==> src/hdl/sdis_pkg.sv <==
// ----------------------------------------------------------------------------
// sdis_pkg
// shared types, command codes and constants of the sd card init sequencer
// ----------------------------------------------------------------------------
package sdis_pkg;

  localparam int SECTOR_BYTES = 512;
  localparam int SECTOR_SHIFT = $clog2(SECTOR_BYTES);

  // two-entry queues on both sides of the back part
  localparam logic [1:0] QUEUE_FULL = 2'd2;

  // configuration register indexes
  localparam logic REG_RETRY_LIMIT = 1'b0;
  localparam logic REG_RETRY_DELAY = 1'b1;

  localparam logic [7:0] RETRY_LIMIT_RST = 8'd50;
  localparam logic [7:0] RETRY_DELAY_RST = 8'd10;

  // sd command indexes
  localparam logic [5:0] IDX_GO_IDLE      = 6'd0;
  localparam logic [5:0] IDX_ALL_SEND_CID = 6'd2;
  localparam logic [5:0] IDX_SEND_RCA     = 6'd3;
  localparam logic [5:0] IDX_SELECT       = 6'd7;
  localparam logic [5:0] IDX_SEND_IF_COND = 6'd8;
  localparam logic [5:0] IDX_READ_SINGLE  = 6'd17;
  localparam logic [5:0] IDX_SEND_OP_COND = 6'd41;
  localparam logic [5:0] IDX_APP_CMD      = 6'd55;

  // response kinds
  localparam logic [1:0] RSP_NONE  = 2'd0;
  localparam logic [1:0] RSP_SHORT = 2'd1;
  localparam logic [1:0] RSP_LONG  = 2'd2;
  localparam logic [1:0] RSP_BUSY  = 2'd3;

  // status codes
  localparam logic [1:0] ST_BUSY   = 2'd0;
  localparam logic [1:0] ST_READY  = 2'd1;
  localparam logic [1:0] ST_FAILED = 2'd2;
  localparam logic [1:0] ST_REJECT = 2'd3;

  localparam logic [31:0] IF_COND_ARG   = 32'h0000_01AA;
  localparam logic [7:0]  IF_COND_ECHO  = 8'hAA;
  localparam logic [31:0] OCR_VOLTAGES  = 32'h00FF_8000;
  localparam logic [31:0] OCR_HCS       = 32'h4000_0000;
  localparam logic [7:0]  POWER_UP_MS   = 8'd50;

  typedef enum logic [1:0] {
    CMD_START = 2'd0,
    CMD_DONE  = 2'd1,
    CMD_READ  = 2'd2,
    CMD_NONE  = 2'd3
  } cmd_t;

  typedef enum logic [3:0] {
    PH_IDLE,
    PH_CMD0,
    PH_CMD8,
    PH_CMD55,
    PH_ACMD41,
    PH_CMD2,
    PH_CMD3,
    PH_CMD7,
    PH_READY,
    PH_FAILED
  } phase_t;

  typedef struct packed {
    cmd_t        kind;
    logic        ok;
    logic        echo_ok;
    logic        op_ready;
    logic        op_hcs;
    logic [15:0] rca;
    logic [31:0] lba;
  } item_t;

  typedef struct packed {
    logic        issue;
    logic [5:0]  index;
    logic [31:0] argument;
    logic [1:0]  rsp_kind;
    logic        data_read;
    logic [7:0]  holdoff_ms;
    logic [1:0]  status;
    logic        high_capacity;
  } result_t;

  typedef struct packed {
    logic [7:0] retry_limit;
    logic [7:0] retry_delay;
  } cfg_t;

  function automatic logic [1:0] phase_status(phase_t ph);
    logic [1:0] st;
    st = ST_BUSY;
    if (ph == PH_READY) st = ST_READY;
    if (ph == PH_FAILED) st = ST_FAILED;
    return st;
  endfunction

endpackage

==> src/hdl/sdis_front.sv <==
// ----------------------------------------------------------------------------
// sdis_front
// accepts events, classifies them and queues them for the back part
// ----------------------------------------------------------------------------
module sdis_front (
  input  logic            clk,
  input  logic            rst_n,
  input  logic            push,
  output logic            full,
  input  logic [1:0]      cmd,
  input  logic            cmd_ok,
  input  logic [31:0]     response_word,
  input  logic [31:0]     sector_number,
  output sdis_pkg::item_t item,
  output logic            item_valid,
  input  logic            item_take
);

  sdis_pkg::item_t item_in;
  sdis_pkg::item_t mem_r [2];
  logic            wr_ptr_r, wr_ptr_nxt;
  logic            rd_ptr_r, rd_ptr_nxt;
  logic [1:0]      cnt_r, cnt_nxt;
  logic            do_push;
  logic            do_pop;

  always_comb begin
    unique case (cmd)
      2'd0:    item_in.kind = sdis_pkg::CMD_START;
      2'd1:    item_in.kind = sdis_pkg::CMD_DONE;
      2'd2:    item_in.kind = sdis_pkg::CMD_READ;
      default: item_in.kind = sdis_pkg::CMD_NONE;
    endcase
    item_in.ok       = cmd_ok;
    item_in.echo_ok  = cmd_ok && (response_word[7:0] == sdis_pkg::IF_COND_ECHO);
    item_in.op_ready = cmd_ok && response_word[31];
    item_in.op_hcs   = response_word[30];
    item_in.rca      = response_word[31:16];
    item_in.lba      = sector_number;
  end

  assign full       = (cnt_r == sdis_pkg::QUEUE_FULL);
  assign item_valid = (cnt_r != 2'd0);
  assign item       = mem_r[rd_ptr_r];
  assign do_push    = push && !full;
  assign do_pop     = item_take && item_valid;

  always_comb begin
    wr_ptr_nxt = do_push ? ~wr_ptr_r : wr_ptr_r;
    rd_ptr_nxt = do_pop ? ~rd_ptr_r : rd_ptr_r;
    cnt_nxt    = cnt_r + {1'b0, do_push} - {1'b0, do_pop};
  end

  always_ff @(posedge clk) begin
    if (!rst_n) begin
      wr_ptr_r <= 1'b0;
      rd_ptr_r <= 1'b0;
      cnt_r    <= 2'd0;
    end else begin
      wr_ptr_r <= wr_ptr_nxt;
      rd_ptr_r <= rd_ptr_nxt;
      cnt_r    <= cnt_nxt;
    end
  end

  always_ff @(posedge clk) begin
    if (do_push) begin
      mem_r[wr_ptr_r] <= item_in;
    end
  end

  a_front_bound: assert property (@(posedge clk) disable iff (!rst_n)
    cnt_r <= sdis_pkg::QUEUE_FULL)
    else $error("front queue overflow");

  a_front_full_hold: assert property (@(posedge clk) disable iff (!rst_n)
    full && !item_take |=> full)
    else $error("front queue lost an entry while stalled");

endmodule

==> src/hdl/sdis_back.sv <==
// ----------------------------------------------------------------------------
// sdis_back
// card identification state machine and result queue
// ----------------------------------------------------------------------------
module sdis_back (
  input  logic              clk,
  input  logic              rst_n,
  input  sdis_pkg::cfg_t    cfg,
  input  sdis_pkg::item_t   item,
  input  logic              item_valid,
  output logic              item_take,
  output sdis_pkg::result_t result,
  output logic              empty,
  input  logic              pop
);

  sdis_pkg::phase_t  phase_r, phase_nxt;
  logic [7:0]        retry_cnt_r, retry_cnt_nxt;
  logic              block_addr_r, block_addr_nxt;
  logic [15:0]       rca_r, rca_nxt;
  logic              ready_r, ready_nxt;
  sdis_pkg::result_t res;
  logic [7:0]        retry_inc;
  logic [7:0]        limit;
  logic [31:0]       read_arg;

  sdis_pkg::result_t omem_r [2];
  logic              owr_r, ord_r;
  logic [1:0]        ocnt_r, ocnt_nxt;
  logic              do_pop;

  assign empty     = (ocnt_r == 2'd0);
  assign do_pop    = pop && !empty;
  assign item_take = item_valid && ((ocnt_r != sdis_pkg::QUEUE_FULL) || do_pop);
  assign result    = omem_r[ord_r];

  assign retry_inc = retry_cnt_r + 8'd1;
  assign limit     = (cfg.retry_limit == 8'd0) ? 8'd1 : cfg.retry_limit;
  assign read_arg  = block_addr_r ? item.lba : (item.lba << sdis_pkg::SECTOR_SHIFT);

  always_comb begin
    phase_nxt      = phase_r;
    retry_cnt_nxt  = retry_cnt_r;
    block_addr_nxt = block_addr_r;
    rca_nxt        = rca_r;
    ready_nxt      = ready_r;
    res            = '0;
    unique case (item.kind)
      sdis_pkg::CMD_START: begin
        block_addr_nxt = 1'b1;
        rca_nxt        = 16'd0;
        ready_nxt      = 1'b0;
        retry_cnt_nxt  = 8'd0;
        phase_nxt      = sdis_pkg::PH_CMD0;
        res.issue      = 1'b1;
        res.index      = sdis_pkg::IDX_GO_IDLE;
        res.rsp_kind   = sdis_pkg::RSP_NONE;
      end
      sdis_pkg::CMD_DONE: begin
        unique case (phase_r) inside
          sdis_pkg::PH_CMD0: begin
            phase_nxt      = sdis_pkg::PH_CMD8;
            res.issue      = 1'b1;
            res.index      = sdis_pkg::IDX_SEND_IF_COND;
            res.argument   = sdis_pkg::IF_COND_ARG;
            res.rsp_kind   = sdis_pkg::RSP_SHORT;
            res.holdoff_ms = sdis_pkg::POWER_UP_MS;
          end
          sdis_pkg::PH_CMD8: begin
            block_addr_nxt = item.echo_ok;
            retry_cnt_nxt  = 8'd0;
            phase_nxt      = sdis_pkg::PH_CMD55;
            res.issue      = 1'b1;
            res.index      = sdis_pkg::IDX_APP_CMD;
            res.rsp_kind   = sdis_pkg::RSP_SHORT;
          end
          sdis_pkg::PH_CMD55, sdis_pkg::PH_ACMD41: begin
            if (phase_r == sdis_pkg::PH_CMD55 && item.ok) begin
              phase_nxt    = sdis_pkg::PH_ACMD41;
              res.issue    = 1'b1;
              res.index    = sdis_pkg::IDX_SEND_OP_COND;
              res.argument = sdis_pkg::OCR_VOLTAGES |
                             (block_addr_r ? sdis_pkg::OCR_HCS : 32'd0);
              res.rsp_kind = sdis_pkg::RSP_SHORT;
            end else if (phase_r == sdis_pkg::PH_ACMD41 && item.op_ready) begin
              block_addr_nxt = item.op_hcs;
              phase_nxt      = sdis_pkg::PH_CMD2;
              res.issue      = 1'b1;
              res.index      = sdis_pkg::IDX_ALL_SEND_CID;
              res.rsp_kind   = sdis_pkg::RSP_LONG;
            end else begin
              // failed attempt, retry or move on once the limit is hit
              retry_cnt_nxt  = retry_inc;
              res.issue      = 1'b1;
              res.holdoff_ms = cfg.retry_delay;
              if (retry_inc >= limit) begin
                phase_nxt    = sdis_pkg::PH_CMD2;
                res.index    = sdis_pkg::IDX_ALL_SEND_CID;
                res.rsp_kind = sdis_pkg::RSP_LONG;
              end else begin
                phase_nxt    = sdis_pkg::PH_CMD55;
                res.index    = sdis_pkg::IDX_APP_CMD;
                res.rsp_kind = sdis_pkg::RSP_SHORT;
              end
            end
          end
          sdis_pkg::PH_CMD2: begin
            if (item.ok) begin
              phase_nxt    = sdis_pkg::PH_CMD3;
              res.issue    = 1'b1;
              res.index    = sdis_pkg::IDX_SEND_RCA;
              res.rsp_kind = sdis_pkg::RSP_SHORT;
            end else begin
              phase_nxt = sdis_pkg::PH_FAILED;
            end
          end
          sdis_pkg::PH_CMD3: begin
            if (item.ok) begin
              rca_nxt      = item.rca;
              phase_nxt    = sdis_pkg::PH_CMD7;
              res.issue    = 1'b1;
              res.index    = sdis_pkg::IDX_SELECT;
              res.argument = {item.rca, 16'd0};
              res.rsp_kind = sdis_pkg::RSP_BUSY;
            end else begin
              phase_nxt = sdis_pkg::PH_FAILED;
            end
          end
          sdis_pkg::PH_CMD7: begin
            if (item.ok) begin
              ready_nxt = 1'b1;
              phase_nxt = sdis_pkg::PH_READY;
            end else begin
              phase_nxt = sdis_pkg::PH_FAILED;
            end
          end
          default: begin
          end
        endcase
      end
      sdis_pkg::CMD_READ: begin
        if (ready_r && phase_r == sdis_pkg::PH_READY) begin
          res.issue     = 1'b1;
          res.index     = sdis_pkg::IDX_READ_SINGLE;
          res.argument  = read_arg;
          res.rsp_kind  = sdis_pkg::RSP_SHORT;
          res.data_read = 1'b1;
        end
      end
      default: begin
      end
    endcase
    unique case (item.kind)
      sdis_pkg::CMD_START: res.status = sdis_pkg::ST_BUSY;
      sdis_pkg::CMD_READ:  res.status = (ready_r && phase_r == sdis_pkg::PH_READY) ?
                                        sdis_pkg::ST_READY : sdis_pkg::ST_REJECT;
      default:             res.status = sdis_pkg::phase_status(phase_nxt);
    endcase
    res.high_capacity = block_addr_nxt;
  end

  assign ocnt_nxt = ocnt_r + {1'b0, item_take} - {1'b0, do_pop};

  always_ff @(posedge clk) begin
    if (!rst_n) begin
      phase_r      <= sdis_pkg::PH_IDLE;
      retry_cnt_r  <= 8'd0;
      block_addr_r <= 1'b1;
      rca_r        <= 16'd0;
      ready_r      <= 1'b0;
      owr_r        <= 1'b0;
      ord_r        <= 1'b0;
      ocnt_r       <= 2'd0;
    end else begin
      if (item_take) begin
        phase_r      <= phase_nxt;
        retry_cnt_r  <= retry_cnt_nxt;
        block_addr_r <= block_addr_nxt;
        rca_r        <= rca_nxt;
        ready_r      <= ready_nxt;
        owr_r        <= ~owr_r;
      end
      if (do_pop) begin
        ord_r <= ~ord_r;
      end
      ocnt_r <= ocnt_nxt;
    end
  end

  always_ff @(posedge clk) begin
    if (item_take) begin
      omem_r[owr_r] <= res;
    end
  end

  a_out_bound: assert property (@(posedge clk) disable iff (!rst_n)
    ocnt_r <= sdis_pkg::QUEUE_FULL)
    else $error("result queue overflow");

  a_start_restarts: assert property (@(posedge clk) disable iff (!rst_n)
    item_take && item.kind == sdis_pkg::CMD_START
    |=> phase_r == sdis_pkg::PH_CMD0 && retry_cnt_r == 8'd0 && rca_r == 16'd0)
    else $error("start did not restart the sequence");

  a_ready_phase: assert property (@(posedge clk) disable iff (!rst_n)
    ready_r == (phase_r == sdis_pkg::PH_READY))
    else $error("ready flag out of step with phase");

endmodule

==> src/hdl/sd_card_init_sequencer.sv <==
// ----------------------------------------------------------------------------
// sd_card_init_sequencer
// sd card identification sequencer with single-block read command generation
// a result is written into the registered result queue when its item is taken;
// throughput: one item per cycle unless a queue stalls, set by the state update in the back
// part; two-entry queues before and after it absorb stalls on either side
// reset: synchronous active-low rst_n clears both queues and the phase to idle
// and loads retry_limit 50 and the retry delay 10
// ----------------------------------------------------------------------------
module sd_card_init_sequencer (
  input  logic        clk,
  input  logic        rst_n,
  input  logic        push,
  output logic        full,
  input  logic [1:0]  in_cmd,
  input  logic        in_cmd_ok,
  input  logic [31:0] in_response_word,
  input  logic [31:0] in_sector_number,
  output logic        empty,
  input  logic        pop,
  output logic        out_issue,
  output logic [5:0]  out_command_index,
  output logic [31:0] out_argument,
  output logic [1:0]  out_response_kind,
  output logic        out_data_read,
  output logic [7:0]  out_delay_before_ms,
  output logic [1:0]  out_status,
  output logic        out_high_capacity,
  input  logic        psel,
  input  logic        penable,
  input  logic        pwrite,
  input  logic [2:0]  paddr,
  input  logic [31:0] pwdata,
  output logic [31:0] prdata,
  output logic        pready
);

  sdis_pkg::cfg_t    cfg_r, cfg_nxt;
  sdis_pkg::item_t   item;
  sdis_pkg::result_t result;
  logic              item_valid;
  logic              item_take;
  logic              cfg_wr;

  assign pready = 1'b1;
  assign cfg_wr = psel && penable && pwrite && pready;

  always_comb begin
    cfg_nxt = cfg_r;
    if (cfg_wr) begin
      unique case (paddr[2])
        sdis_pkg::REG_RETRY_LIMIT: cfg_nxt.retry_limit = pwdata[7:0];
        sdis_pkg::REG_RETRY_DELAY: cfg_nxt.retry_delay = pwdata[7:0];
        default: begin
        end
      endcase
    end
  end

  always_comb begin
    unique case (paddr[2])
      sdis_pkg::REG_RETRY_LIMIT: prdata = {24'd0, cfg_r.retry_limit};
      sdis_pkg::REG_RETRY_DELAY: prdata = {24'd0, cfg_r.retry_delay};
      default:                   prdata = 32'd0;
    endcase
  end

  always_ff @(posedge clk) begin
    if (!rst_n) begin
      cfg_r.retry_limit <= sdis_pkg::RETRY_LIMIT_RST;
      cfg_r.retry_delay <= sdis_pkg::RETRY_DELAY_RST;
    end else begin
      cfg_r <= cfg_nxt;
    end
  end

  sdis_front u_front (
    .clk           (clk),
    .rst_n         (rst_n),
    .push          (push),
    .full          (full),
    .cmd           (in_cmd),
    .cmd_ok        (in_cmd_ok),
    .response_word (in_response_word),
    .sector_number (in_sector_number),
    .item          (item),
    .item_valid    (item_valid),
    .item_take     (item_take)
  );

  sdis_back u_back (
    .clk        (clk),
    .rst_n      (rst_n),
    .cfg        (cfg_r),
    .item       (item),
    .item_valid (item_valid),
    .item_take  (item_take),
    .result     (result),
    .empty      (empty),
    .pop        (pop)
  );

  assign out_issue           = result.issue;
  assign out_command_index   = result.index;
  assign out_argument        = result.argument;
  assign out_response_kind   = result.rsp_kind;
  assign out_data_read       = result.data_read;
  assign out_delay_before_ms = result.holdoff_ms;
  assign out_status          = result.status;
  assign out_high_capacity   = result.high_capacity;

endmodule

==> config.mk <==
export PLATFORM = sky130hd
export DESIGN_NAME = sd_card_init_sequencer
export DESIGN_NICKNAME = d
export VERILOG_FILES = /design/src/hdl/sdis_pkg.sv /design/src/hdl/sdis_front.sv /design/src/hdl/sdis_back.sv /design/src/hdl/sd_card_init_sequencer.sv
export SDC_FILE = /design/constraint.sdc
export NUM_CORES = 1
export LEC_CHECK = 0
export BUFFER_PORTS_ARGS = -buffer_cell sky130_fd_sc_hd__buf_2
export CORE_ASPECT_RATIO = 0.6
export CORE_MARGIN = 2
export CORE_UTILIZATION = 55
export DETAILED_ROUTE_END_ITERATION = 12
export PLACE_DENSITY = 0.89
export SKIP_CTS_REPAIR_TIMING = 1
export SYNTH_ARGS = -nofsm -noshare
export SYNTH_HDL_FRONTEND = slang
export SYNTH_SLANG_ARGS = --single-unit
export TNS_END_PERCENT = 20
==> constraint.sdc <==
create_clock -name clk -period 4.6 [get_ports clk]
set_input_delay 0.69 -clock clk [delete_from_list [all_inputs] [get_ports clk]]
set_output_delay 0.69 -clock clk [all_outputs]
set_load 0.02 [all_outputs]
* Word level (Yosys, flattened, before mapping)
Memory sizes are Yosys's and may differ from the RTL's. A register that Yosys moved wholly into a read port is not among the register bits. Index checks and enable logic that the tools add are counted.
Word-level totals: bits in registers 38, bits in latches 0, memory bits (writable) 214, memory bits (read-only) 0, bits of input ports 109, output and inout port bits 88, word-level logic and storage cells 131, memories 2
Memory list:
- u_front.mem_r | depth 2, width 54, read ports 1, clocked after Yosys merged registers in 1, write ports 1, RTL line sdis_front.sv:20 | sdis_pkg::item_t mem_r [2];
- u_back.omem_r | depth 2, width 53, read ports 1, clocked after Yosys merged registers in 1, write ports 1, RTL line sdis_back.sv:27 | sdis_pkg::result_t omem_r [2];
Cells by class: add/subtract/negate cells 5, $mul 0, div/mod/pow operators 0, order comparisons 1, eq/ne operators 22, shift-type cells 0, multiplexer cells 58, bitwise gates (word level) 5, reductions and logical operators 26
Operators with widths (count):
- 32-bit case mux with 2 select lines | 2
- 32-bit case mux with 3 select lines | 1
- 32-bit 2-to-1 mux | 2
- 8-bit 2-to-1 mux | 6
- 8-bit case mux with 2 select lines | 3
- 42-bit 2-to-1 mux | 1
- 41-bit 2-to-1 mux | 1
- 7-bit case mux with 5 select lines | 1
- 31-bit 2-to-1 mux | 1
- 4-bit case mux with 6 select lines | 1
- 7-bit case mux with 3 select lines | 1
- 4-bit by 3-bit equality test with 1-bit output (second input constant) | 4
- 1-bit 2-to-1 mux | 16
- 4-bit 2-to-1 mux | 4
- 7-bit 2-to-1 mux | 2
- 4-bit equality test (second input constant) | 3
- 6-bit 2-to-1 mux | 2
- 1-bit logical AND | 11
- 2-bit 2-to-1 mux | 5
- 8-bit by 1-bit adder with 8-bit output (second input constant) | 1
- 4-bit by 2-bit equality test with 1-bit output (second input constant) | 2
- 8-bit equality test (second input constant) | 1
- 8-bit >= comparator | 1
- 8-bit logical NOT | 1
- 24 further kinds | 44

* Logic depth before layout (Yosys ltp)
Gate-level depths: netlist of run 1.
depth in word-level cells 12, depth in mapped cells 13, depth with buffers taken out 10

* Cells and area by module
Synthesis of run 1 repeated with hierarchy kept, for this count alone.
Second synthesis, totals: cells, all modules 818, area, all modules 11658.7 um2
Modules (own cells, without submodules):
- sdis_back | times used 1, cells each 515, area each 6348.6 um2, seq. area each 3563.4 um2
- sdis_front | times used 1, cells each 199, area each 4322.9 um2, seq. area each 3283.1 um2
- sd_card_init_sequencer | times used 1, cells each 104, area each 987.2 um2, seq. area each 320.3 um2

* Least setup slack after synthesis of run 1
No wires, ideal clock.
path kind in2reg, from in pop, to mem u_back.omem_r[0][0] (netlist bit), enable pin, arrival time 3064 ps, setup slack 1072 ps, stages 2, path buffers 0, cell sequence o32ai_2 nor2_1
Between the ends: longest elaborated chain between the ends 5
RTL lines:
- from (decl) | RTL line sd_card_init_sequencer.sv:20 | input logic pop,
- 1-bit logical AND | RTL line sdis_back.sv:33 | assign do_pop = pop && !empty;
- 1-bit logical OR | RTL line sdis_back.sv:34 | assign item_take = item_valid && ((ocnt_r != sdis_pkg::QUEUE_FULL) || do_pop);
- 1-bit logical AND | RTL line sdis_back.sv:34
- 1-bit 2-to-1 mux | RTL line sdis_back.sv:191 | if (item_take) begin
- 1-bit 2-to-1 mux (implied by the code) | RTL line sdis_back.sv:192 | omem_r[owr_r] <= res;
- to (decl) | RTL line sdis_back.sv:27
No other way between the ends.

==> flow_summary_export.csv, run 1 <==
group,metric,value,unit
outcome,status,"complete, no violations",
power_and_ir_drop,power_frac_seq,43.5,%
critical_path,crit_path_end,"u_back.omem_r[1][42]",
place,placed_cells,1188,
clock_network,cts-buffers-inserted,24,
job,maxCapViolations,0,
global_routing,grt_util_met3,5.42,%
finish,drive_gt1_share,28.6,%
place,hpwl,16100,um
die,initial_core_util,55.8,%
synth,synth_fa_ha_area_share,1.92,%
critical_path,worst-path-max-fanout,26,
finish,ff_latch_area,7170,um2
synth,synth_xor_area_share,1.19,%
timing,relSlewSlack,27.8,%
critical_path,crit_path_start_kind,"register",
place,io_buffers,137,
routing,drt-total-wl,24100,um
timing,hold_ws,0.358,ns
power_and_ir_drop,power_leakage,4.81,nW
synth,yosys.area_share.simple,9.07,%
finish,fin_area,12700,um2
global_routing,overflow,0,
critical_path,critPathRequiredTime,4.87,ns
timing,finalSetupViolCount,0,
clock_network,cts.sinks,252,
global_routing,grtUsageMet2,31.4,%
synth,ys_ff_latch,252,
synth,async_flop_share,0,%
global_routing,grt_pass1_vias,6607,
synth,syn_inst,811,
place,gp_congestion,0.865,
clock_network,cts.clk_slew.worst_paths,0.07,ns
power_and_ir_drop,sw_frac_of_total,33.3,%
synth,synth.area.mux_share,11.9,%
synth,yosys.area.top_type,"edfxtp_1",
critical_path,worst_ep_arrival_time,3.83,ns
routing,first_pass_iters,5,
clock_network,clock_latency,0.52,ns
synth,yosysWarnings,0,
die,fp.dieW,187,um
die,core_area,19900,um2
die,placementRows,40,
min_path,hold_class,"input pin to register",
routing,first_iter_violations,803,
finish,fin_nets,1067,
finish,n_antenna_cell,0,
routing,ant_nets,0,
clock_network,clockBufferDepth,3,
power_and_ir_drop,power,7.66,mW
timing,drv_slew,0,
global_routing,use_met1,36.2,%
routing,vias,7005,
die,die-height,114,um
routing,drc,0,
clock_network,cts_tree,"done",
clock_network,cts-root-buf,"clkbuf_16",
synth,synth-edff-count,212,
global_routing,grt-busiest-layer,"met1",
finish,multiInputGateArea,3590,um2
global_routing,grt_usage,22.7,%
synth,yosysSeqAreaShare,64.7,%
die,io_pins,197,
timing,finalCriticalPeriod,3.56,ns
place,postPlaceCellArea,11900,um2
finish,fill_cells,1471,
routing,wl_per_cell,19.6,um
global_routing,antenna_found_initial,2,
synth,synth_compound_area_share,7.29,%
power_and_ir_drop,vdd_drop_max,0.292,mV
critical_path,endpoint_kind,"register",
routing,via_per_inst,5.69,
timing,tns,0,ns
timing,clock_skew,0.0157,ns
synth,yosysTopAreaCellShare,57.4,%
synth,synth_top_family_by_area,"multiplexers",
synth,synth_area_leaders,"edfxtp_1 (57%), dfxtp_1 (7.2%), mux2_2 (6.4%)",
synth,synthFlopType,"edfxtp_1",
timing,timing.fmax,281,MHz
critical_path,path_class,"register to register",
critical_path,regToRegSetupSlack,1.04,ns
timing,worstMarginPinSlew,1.08,ns
power_and_ir_drop,intPower,5.11,mW
timing,finalHoldViolations,0,
power_and_ir_drop,clockPowerShare,25.7,%
clock_network,cts-htree-levels,1,
power_and_ir_drop,power.switching,2.55,mW
critical_path,ff2ff_path_depth,8,
synth,synth.avg_cell_area,13.7,um2
global_routing,grt_first_pass_wirelength,37100,um
critical_path,r2r-end,"u_back.omem_r[1][42]",
power_and_ir_drop,powerDensity,602,nW/um2
timing,fin_crit_sh,77.4,%
finish,finalNonFillerCells,1231,
die,dieArea,21300,um2
timing,rsz0062_at_grt,"no",
synth,yosysUniqueCellTypes,63,
power_and_ir_drop,power_frac_comb,30.8,%
finish,area_growth,14.8,%
synth,syn-cell-area,11100,um2
global_routing,grt_max_degree,54,
[cells in the mapped netlist (6+ instances only)]
cell / count
a21oi_1: 31
ha_1: 17
clkbuf_1: 28
mux2_2: 63
a211oi_1: 7
xnor2_1: 10
and3_1: 12
nor2_1: 41
buf_2: 8
edfxtp_1: 212
dfxtp_1: 40
mux4_2: 11
o21a_1: 7
nand3_1: 14
o21ai_0: 44
buf_4: 27
nand2_1: 67
nor2b_1: 9
and2_1: 25
inv_1: 19
mux2i_1: 36
a21o_1: 6
nor3_1: 8
nand2b_1: 8
[final cells by class]
type                    count  area share, %
flip-flops and latches    252           56.3
well taps                 273           2.68
inverters                  20          0.590
clock inverters            16           1.22
clock buffers              27           4.97
repair buffers            147           5.98
multi-input cells         496           28.2
[registers in the layout, summed over array words and instances, names as in the netlist, 2 cells and up, named ones only]
register            flops
cfg_r                  16
u_back.omem_r         106
u_back.phase_r          4
u_back.retry_cnt_r      8
u_front.mem_r         106
u_front.cnt_r           2
u_back.ocnt_r           2
[how the worst min path moves through the flow]
| stage | startpoint | end | cells after the start |
|---|---|---|---|
| 3_5_place_dp | cfg_r[11] | cfg_r[11] | 2 |
| 5_1_grt | in_sector_number[15] | u_front.mem_r[0][15] | 1 |
| 2_1_floorplan | cfg_r[10] | cfg_r[10] | 2 |
| 6_report | in_sector_number[28] | u_front.mem_r[0][28] | 1 |
| 3_3_place_gp | cfg_r[11] | cfg_r[11] | 2 |
| 4_1_cts | in_sector_number[28] | u_front.mem_r[0][28] | 1 |
[placed cells by master, fill, tap and decap left out, drive strengths merged, types with 5 or more instances in the layout]
master    n
a211oi    7
a21o      6
a21oi    31
and2     25
and3     12
buf     147
clkbuf   27
clkinv   12
conb     25
dfxtp    40
edfxtp  212
ha       17
inv      20
mux2     63
mux2i    36
mux4     11
nand2    67
nand2b    8
nand3    14
nor2     42
nor2b     9
nor3      8
o21a      7
o21ai    44
xnor2    10
xor2      5
[stage by stage]
| step | setup WS (ns) | utilization [%] |
|---|---|---|
| 2_1_floorplan | 1.07 | - |
| 3_3_place_gp | 1.24 | 60.1 |
| 3_5_place_dp | 1.12 | 60.1 |
| 4_1_cts | 1.09 | 64.1 |
| 5_1_grt | 0.732 | 64.1 |
| 6_report | 1.04 | 64.1 |
[worst max-delay path, stage by stage, from the launching register on]
cell and delay [ns]:
dfxtp_4 0.64, mux2i_1 0.57, inv_1 0.16, ha_1 0.34
nand2b_1 0.43, nor2_1 0.20, nand2_1 0.51, o21ai_0 0.23
and2_1 0.22
[power groups by stage]
stage / combinational (mW) / clock (mW) / sequential [mW]
2_1_floorplan: 1.76 / 0 / 3.23
3_3_place_gp: 2.31 / 0 / 3.34
3_5_place_dp: 2.33 / 0 / 3.38
4_1_cts: 2.36 / 2.00 / 3.34
5_1_grt: 2.53 / 2.10 / 3.39
6_report: 2.36 / 1.97 / 3.33
[logic make-up (layout without fill, tap and decap cells)]
family                   Yosys count  count (layout)
adder cells (fa/ha/maj)           17              17
buffers and inverters             86             210
AO/OA/AOI/OAI                    127             127
flip-flops                       252             252
other                              2              25
AND/OR/NAND/NOR                  202             202
multiplexers                     110             110
XOR/XNOR                          15              15
[metal layers]
metal	wire, um	vias up
met5	23	-
met4	342	4
met3	2320	31
met2	10100	351
met1	11300	3388
li1	-	3231
(Power assumes the default switching activity.)
==> inputs of run 2 (changes only) <==
--- a/config.mk
+++ b/config.mk
@@ -5,12 +5,13 @@
 export SDC_FILE = /design/constraint.sdc
 export NUM_CORES = 1
 export LEC_CHECK = 0
+export ABC_AREA = 1
 export BUFFER_PORTS_ARGS = -buffer_cell sky130_fd_sc_hd__buf_2
 export CORE_ASPECT_RATIO = 0.6
 export CORE_MARGIN = 2
-export CORE_UTILIZATION = 55
+export CORE_UTILIZATION = 51
 export DETAILED_ROUTE_END_ITERATION = 12
-export PLACE_DENSITY = 0.89
+export PLACE_DENSITY = 0.87
 export SKIP_CTS_REPAIR_TIMING = 1
 export SYNTH_ARGS = -nofsm -noshare
 export SYNTH_HDL_FRONTEND = slang
==> constraint.sdc (replaced) <==
create_clock -name clk -period 3.2 [get_ports clk]
set_input_delay 0.48 -clock clk [delete_from_list [all_inputs] [get_ports clk]]
set_output_delay 0.48 -clock clk [all_outputs]
set_load 0.02 [all_outputs]
==> run 2 against run 1 <==
Net effect:
- power is 50% higher
- global-route usage is essentially flat
- maximum frequency is 28% higher
- clock skew down 0.0026 ns
- synthesized cell count increased by 16%
- final cell count is 13% higher
- non-clock buffer count rose by 14
- via count is 9.4% higher
- area after synthesis is 0.29% lower
- highest routed layer is now met4
==> flow_summary_export.csv, run 2 <==
group,metric,value,unit
timing,worstMarginPinSlew,0.758,ns
clock_network,cts-root-buf,"clkbuf_16",
finish,fill_cells,1679,
clock_network,cts_tree,"done",
routing,via_per_inst,5.53,
critical_path,path_class,"register to register",
clock_network,cts.sinks,252,
global_routing,grt-busiest-layer,"met1",
timing,finalCriticalPeriod,2.77,ns
die,die-height,118,um
die,dieArea,22900,um2
timing,drv_slew,0,
global_routing,grt_first_pass_wirelength,40600,um
synth,yosysMostFrequentCell,"edfxtp_1",
power_and_ir_drop,powerDensity,895,nW/um2
clock_network,cts-buffers-inserted,23,
job,maxCapViolations,0,
global_routing,grt_pass1_vias,7325,
synth,synthTopCellsByCount,"edfxtp_1 (212), nand2_1 (143), nor2_1 (86)",
synth,yosysSeqAreaShare,64.9,%
outcome,status,"complete, no violations",
finish,area_growth,16.1,%
routing,wl_per_cell,18.7,um
synth,ys_ff_latch,252,
finish,final_common_cell,"edfxtp_1",
timing,rsz0062_at_grt,"no",
power_and_ir_drop,power_frac_comb,35.3,%
finish,fin_util,60.7,%
critical_path,critPathRequiredTime,3.48,ns
die,placementRows,41,
timing,timing.fmax,360,MHz
synth,async_flop_share,0,%
die,io_pins,197,
global_routing,antenna_found_initial,1,
place,postPlaceCellArea,12100,um2
critical_path,crit_buf_inv,6,
timing,finalSetupViolCount,0,
clock_network,cts-htree-levels,1,
synth,syn-cell-area,11100,um2
routing,drt-total-wl,26000,um
synth,synth_area_leaders,"edfxtp_1 (58%), dfxtp_1 (7.2%), mux2_2 (5.4%)",
power_and_ir_drop,power.switching,4.22,mW
routing,first_iter_violations,858,
global_routing,grt_util_met3,5.10,%
finish,drive_gt1_share,25.5,%
finish,fin_area,12800,um2
critical_path,cp_common_cell,"buf_4",
power_and_ir_drop,intPower,7.26,mW
min_path,hold_class,"input pin to register",
routing,first_pass_iters,5,
routing,ant_nets,0,
synth,synth.avg_cell_area,11.7,um2
global_routing,use_met1,36.5,%
die,initial_core_util,52.3,%
timing,clock_skew,0.0131,ns
global_routing,grtUsageMet2,31.4,%
synth,synth-edff-count,212,
critical_path,crit_chain,"inv_1 > buf_4 > nand2_1 > nand2_1 > inv_1 > ha_1 > clkinv_1 > buf_4 > buf_4 > a21oi_1",
critical_path,cpLargestDelayFamily,"buffers and inverters",
finish,fin_nets,1216,
global_routing,grt_usage,22.7,%
synth,yosysTopAreaCellShare,57.6,%
synth,yosys.area.top_type,"edfxtp_1",
critical_path,worst-path-max-fanout,15,
power_and_ir_drop,vdd_drop_max,0.541,mV
power_and_ir_drop,power_frac_seq,41.1,%
power_and_ir_drop,sw_frac_of_total,36.8,%
critical_path,endpoint_kind,"register",
power_and_ir_drop,power_leakage,5.13,nW
critical_path,crit_path_start_kind,"register",
die,core_area,21100,um2
routing,drc,0,
power_and_ir_drop,clockPowerShare,23.6,%
place,io_buffers,137,
clock_network,clockBufferDepth,3,
die,fp.dieW,194,um
synth,yosysWarnings,0,
synth,yosysUniqueCellTypes,44,
synth,syn_inst,941,
finish,n_antenna_cell,0,
clock_network,clock_latency,0.51,ns
clock_network,cts.clk_slew.worst_paths,0.07,ns
timing,fin_crit_sh,86.7,%
timing,relSlewSlack,49.4,%
power_and_ir_drop,power,11.5,mW
finish,mostFrequentLayoutCells,"edfxtp_1 (212), nand2_1 (143), buf_2 (137)",
global_routing,overflow,0,
critical_path,worst_ep_arrival_time,3.06,ns
global_routing,grt_max_degree,55,
timing,finalHoldViolations,0,
routing,vias,7665,
synth,synthFlopType,"edfxtp_1",
place,hpwl,18600,um
place,gp_congestion,0.892,
critical_path,max_stage_delay,0.37,ns
finish,largestRegisters,"u_back.omem_r x106, u_front.mem_r x106, cfg_r x16",
critical_path,crit_slowest_cell,"ha_1",
run 2: path summary, 6_finish.rpt:
kind,cells after the start,slack [ns],to,startpoint
hold / removal,1,0.15,u_front.mem_r[1][1],in_sector_number[1]
setup / recovery,10,0.43,u_back.omem_r[0][43],register
hold reg to reg,1,0.46,register,u_back.ord_r
setup reg to reg,10,0.43,u_back.omem_r[0][43],register
run 2: power groups by stage:
stage / combinational (mW) / clock, mW / sequential, mW
2_1_floorplan: 2.70 / 0 / 4.70
3_3_place_gp: 3.93 / 0 / 4.73
3_5_place_dp: 4.00 / 0 / 4.78
4_1_cts: 4.03 / 2.75 / 4.71
5_1_grt: 4.40 / 2.89 / 4.78
6_report: 4.06 / 2.71 / 4.72
run 2: layout make-up:
cell class	instances	area (um2)	area share [%]
clock inverter	15	140	1.09
tap	279	349	2.72
inverter	80	302	2.35
timing repair buffer	161	916	7.14
multi-input combinational	572	3360	26.2
clock buffer	27	601	4.68
sequential	252	7170	55.9
run 2: per-layer routing:
| layer | wire, um | vias to the layer above |
|---|---|---|
| li1 | - | 3555 |
| met1 | 11900 | 3677 |
| met2 | 10800 | 398 |
| met3 | 2870 | 35 |
| met4 | 354 | 0 |
| met5 | 0 | - |
run 2: cells by family (layout without fill, tap and decap cells):
family	Yosys count	in the layout	share of synthesized area, %
simple gates	293	293	11.4
flops	252	252	64.9
buf+inv	140	283	5.83
other cells	2	25	0.0680
mux	72	72	7.12
compound gates	158	158	8.22
fa+ha+maj	17	17	1.92
xor+xnor	7	7	0.555
run 2: metrics by stage:
| stage | TNS [ns] | std cells | hold slack [ns] | setup slack [ns] |
|---|---|---|---|---|
| after floorplan | -24.13 | 964 | 0.425 | -0.226 |
| after global placement | 0 | 1344 | 0.430 | 0.621 |
| after detailed placement | 0 | 1344 | 0.441 | 0.570 |
| after CTS | 0 | 1386 | 0.136 | 0.470 |
| after global routing | 0 | 1386 | 0.141 | 0.255 |
| final | 0 | 1386 | 0.151 | 0.425 |
==> inputs of run 3 (changes only) <==
--- a/config.mk
+++ b/config.mk
@@ -11,7 +11,7 @@
 export CORE_MARGIN = 2
 export CORE_UTILIZATION = 51
 export DETAILED_ROUTE_END_ITERATION = 12
-export PLACE_DENSITY = 0.87
+export PLACE_DENSITY_LB_ADDON = 0.15
 export SKIP_CTS_REPAIR_TIMING = 1
 export SYNTH_ARGS = -nofsm -noshare
 export SYNTH_HDL_FRONTEND = slang
==> run 3 against run 2 <==
Net effect:
- worst setup slack improved by 0.14 ns
- design area is 0.20% lower
- non-clock buffer count is 5 lower
- critical path depth fell by 7
- register-to-register slack improved by 0.14 ns
- clock-buffer cell count is 1 higher
- global-route usage down 1.1 points
- critical path type is now register to output pin
==> flow_summary_export.csv, run 3 (same netlist as run 2, synthesis figures left out) <==
group,metric,value,unit
outcome,status,"complete, no violations",
timing,fin_crit_sh,82.3,%
global_routing,grt_first_pass_wirelength,38500,um
global_routing,antenna_found_initial,2,
place,postPlaceCellArea,12000,um2
min_path,hold_class,"input pin to register",
finish,multiInputGateArea,3360,um2
routing,first_pass_iters,5,
global_routing,overflow,0,
critical_path,worst_ep_arrival_time,2.15,ns
critical_path,critPathRequiredTime,2.72,ns
timing,finalSetupViolCount,0,
timing,finalHoldViolations,0,
place,io_buffers,137,
min_path,whs_path_depth,1,
critical_path,regToRegSetupSlack,0.57,ns
clock_network,cts_tree,"done",
routing,via_per_inst,5.27,
finish,mostFrequentLayoutCells,"edfxtp_1 (212), nand2_1 (143), buf_2 (137)",
finish,fill_cells,1749,
critical_path,crit_chain,"buf_4 > mux2_2 > buf_2",
clock_network,cts-buffers-inserted,24,
place,hpwl,17200,um
finish,fin_nets,1212,
min_path,worstHoldStart,"in_sector_number[30]",
timing,drv_slew,0,
routing,wl_per_cell,17.6,um
clock_network,clockBufferDepth,3,
place,gp_congestion,0.901,
clock_network,cts-root-buf,"clkbuf_16",
critical_path,crit_path_start_kind,"register",
timing,rsz0062_at_grt,"no",
die,fp.dieW,194,um
critical_path,max_stage_delay,0.66,ns
die,placementRows,41,
power_and_ir_drop,vdd_drop_max,0.486,mV
timing,timing.fmax,380,MHz
timing,relSlewSlack,47.8,%
critical_path,worst-path-max-fanout,24,
timing,setup_ws,0.567,ns
die,io_pins,197,
finish,largestRegisters,"u_back.omem_r x106, u_front.mem_r x106, cfg_r x16",
job,maxCapViolations,0,
power_and_ir_drop,powerDensity,891,nW/um2
critical_path,endpoint_kind,"output pin",
min_path,hold_end,"u_front.mem_r[0][30]",
clock_network,cts.clk_slew.worst_paths,0.06,ns
finish,final_common_cell,"edfxtp_1",
routing,ant_nets,0,
global_routing,grt_max_degree,55,
global_routing,grt_pass1_vias,6706,
die,initial_core_util,52.3,%
timing,worstMarginPinSlew,0.775,ns
die,die-height,118,um
clock_network,cts-htree-levels,1,
global_routing,grt_usage,21.6,%
routing,vias,7277,
power_and_ir_drop,power_leakage,5.12,nW
clock_network,cts.sinks,252,
critical_path,r2r-start,"u_back.retry_cnt_r[0]",
timing,finalCriticalPeriod,2.63,ns
finish,fin_area,12800,um2
routing,drc,0,
timing,clock_skew,0.0148,ns
clock_network,clock_latency,0.51,ns
finish,ff_latch_area,7170,um2
critical_path,crit_slowest_cell,"dfxtp_2",
routing,drt-total-wl,24400,um
die,dieArea,22900,um2
die,core_area,21100,um2
finish,drive_gt1_share,24.9,%
critical_path,path_class,"register to output pin",
critical_path,ff2ff_path_depth,13,
place,detailedPlace.worstSlack,0.598,ns
critical_path,r2r-end,"u_back.omem_r[0][2]",
routing,first_iter_violations,592,
finish,area_growth,15.9,%
timing,tns,0,ns
## run 3: changes by cell type in the layout (fill, tap and decap cells not counted)
cell and delta:
clkbuf_8 -1, inv_6 -2, bufinv_16 +1, diode_2 +1
clkbuf_16 +2, buf_4 -3, clkinv_2 +1, buf_12 -2
clkinvlp_4 -3, clkinv_1 +3, clkinv_4 -1
## run 3: power breakdown
| part | switching [mW] | internal [mW] | total (mW) |
|---|---|---|---|
| Sequential | 0.248 | 4.45 | 4.70 |
| Clock | 1.13 | 1.65 | 2.79 |
| Combinational | 2.68 | 1.25 | 3.93 |
## run 3: worst max-delay path by stage
| stage | startpoint | to | slack [ns] |
|---|---|---|---|
| after global routing | register | u_back.omem_r[0][2] | 0.30 |
| after detailed placement | u_back.retry_cnt_r[0] | u_back.omem_r[0][2] | 0.60 |
| after global placement | register | u_back.omem_r[1][2] | 0.62 |
| after CTS | register | out_argument[30] | 0.51 |
| final | register | out_argument[30] | 0.57 |
| after floorplan | pop | u_back.omem_r[0][0] | -0.23 |
## run 3: cell type report
type | count | share of cell area (%)
sequential | 252 | 56.0
multi-input combinational | 572 | 26.2
timing repair buffer | 156 | 6.66
clock buffer | 28 | 4.97
tap | 279 | 2.73
inverter | 80 | 2.35
clock inverter | 14 | 1.07
antenna | 1 | 0.0195
## run 3: layer usage
layer | wire length (um) | vias up | GRT usage (%) | share of wire, %
met4 | 394 | 0 | 4.17 | 1.6
met2 | 9510 | 275 | 28.4 | 39
li1 | - | 3555 | - | -
met5 | 0 | - | 0 | 0
met3 | 1740 | 34 | 3.15 | 7.2
met1 | 12700 | 3413 | 37.1 | 52
## run 3: metrics by stage
stage / hold slack, ns / instances / total power [mW] / utilization, %
3_3_place_gp: 0.434 / 1339 / 8.70 / 56.9
2_1_floorplan: 0.425 / 964 / 7.40 / -
6_report: 0.156 / 1382 / 11.4 / 60.6
5_1_grt: 0.144 / 1382 / 12.1 / 60.6
3_5_place_dp: 0.439 / 1339 / 8.70 / 56.9
4_1_cts: 0.143 / 1381 / 11.5 / 60.6
## run 3: critical path, delay by kind of cell, from the launching register on
| family | cells | cell delay [ns] |
|---|---|---|
| mux | 1 | 0.40 |
| flops | 1 | 0.66 |
| buf+inv | 2 | 0.57 |
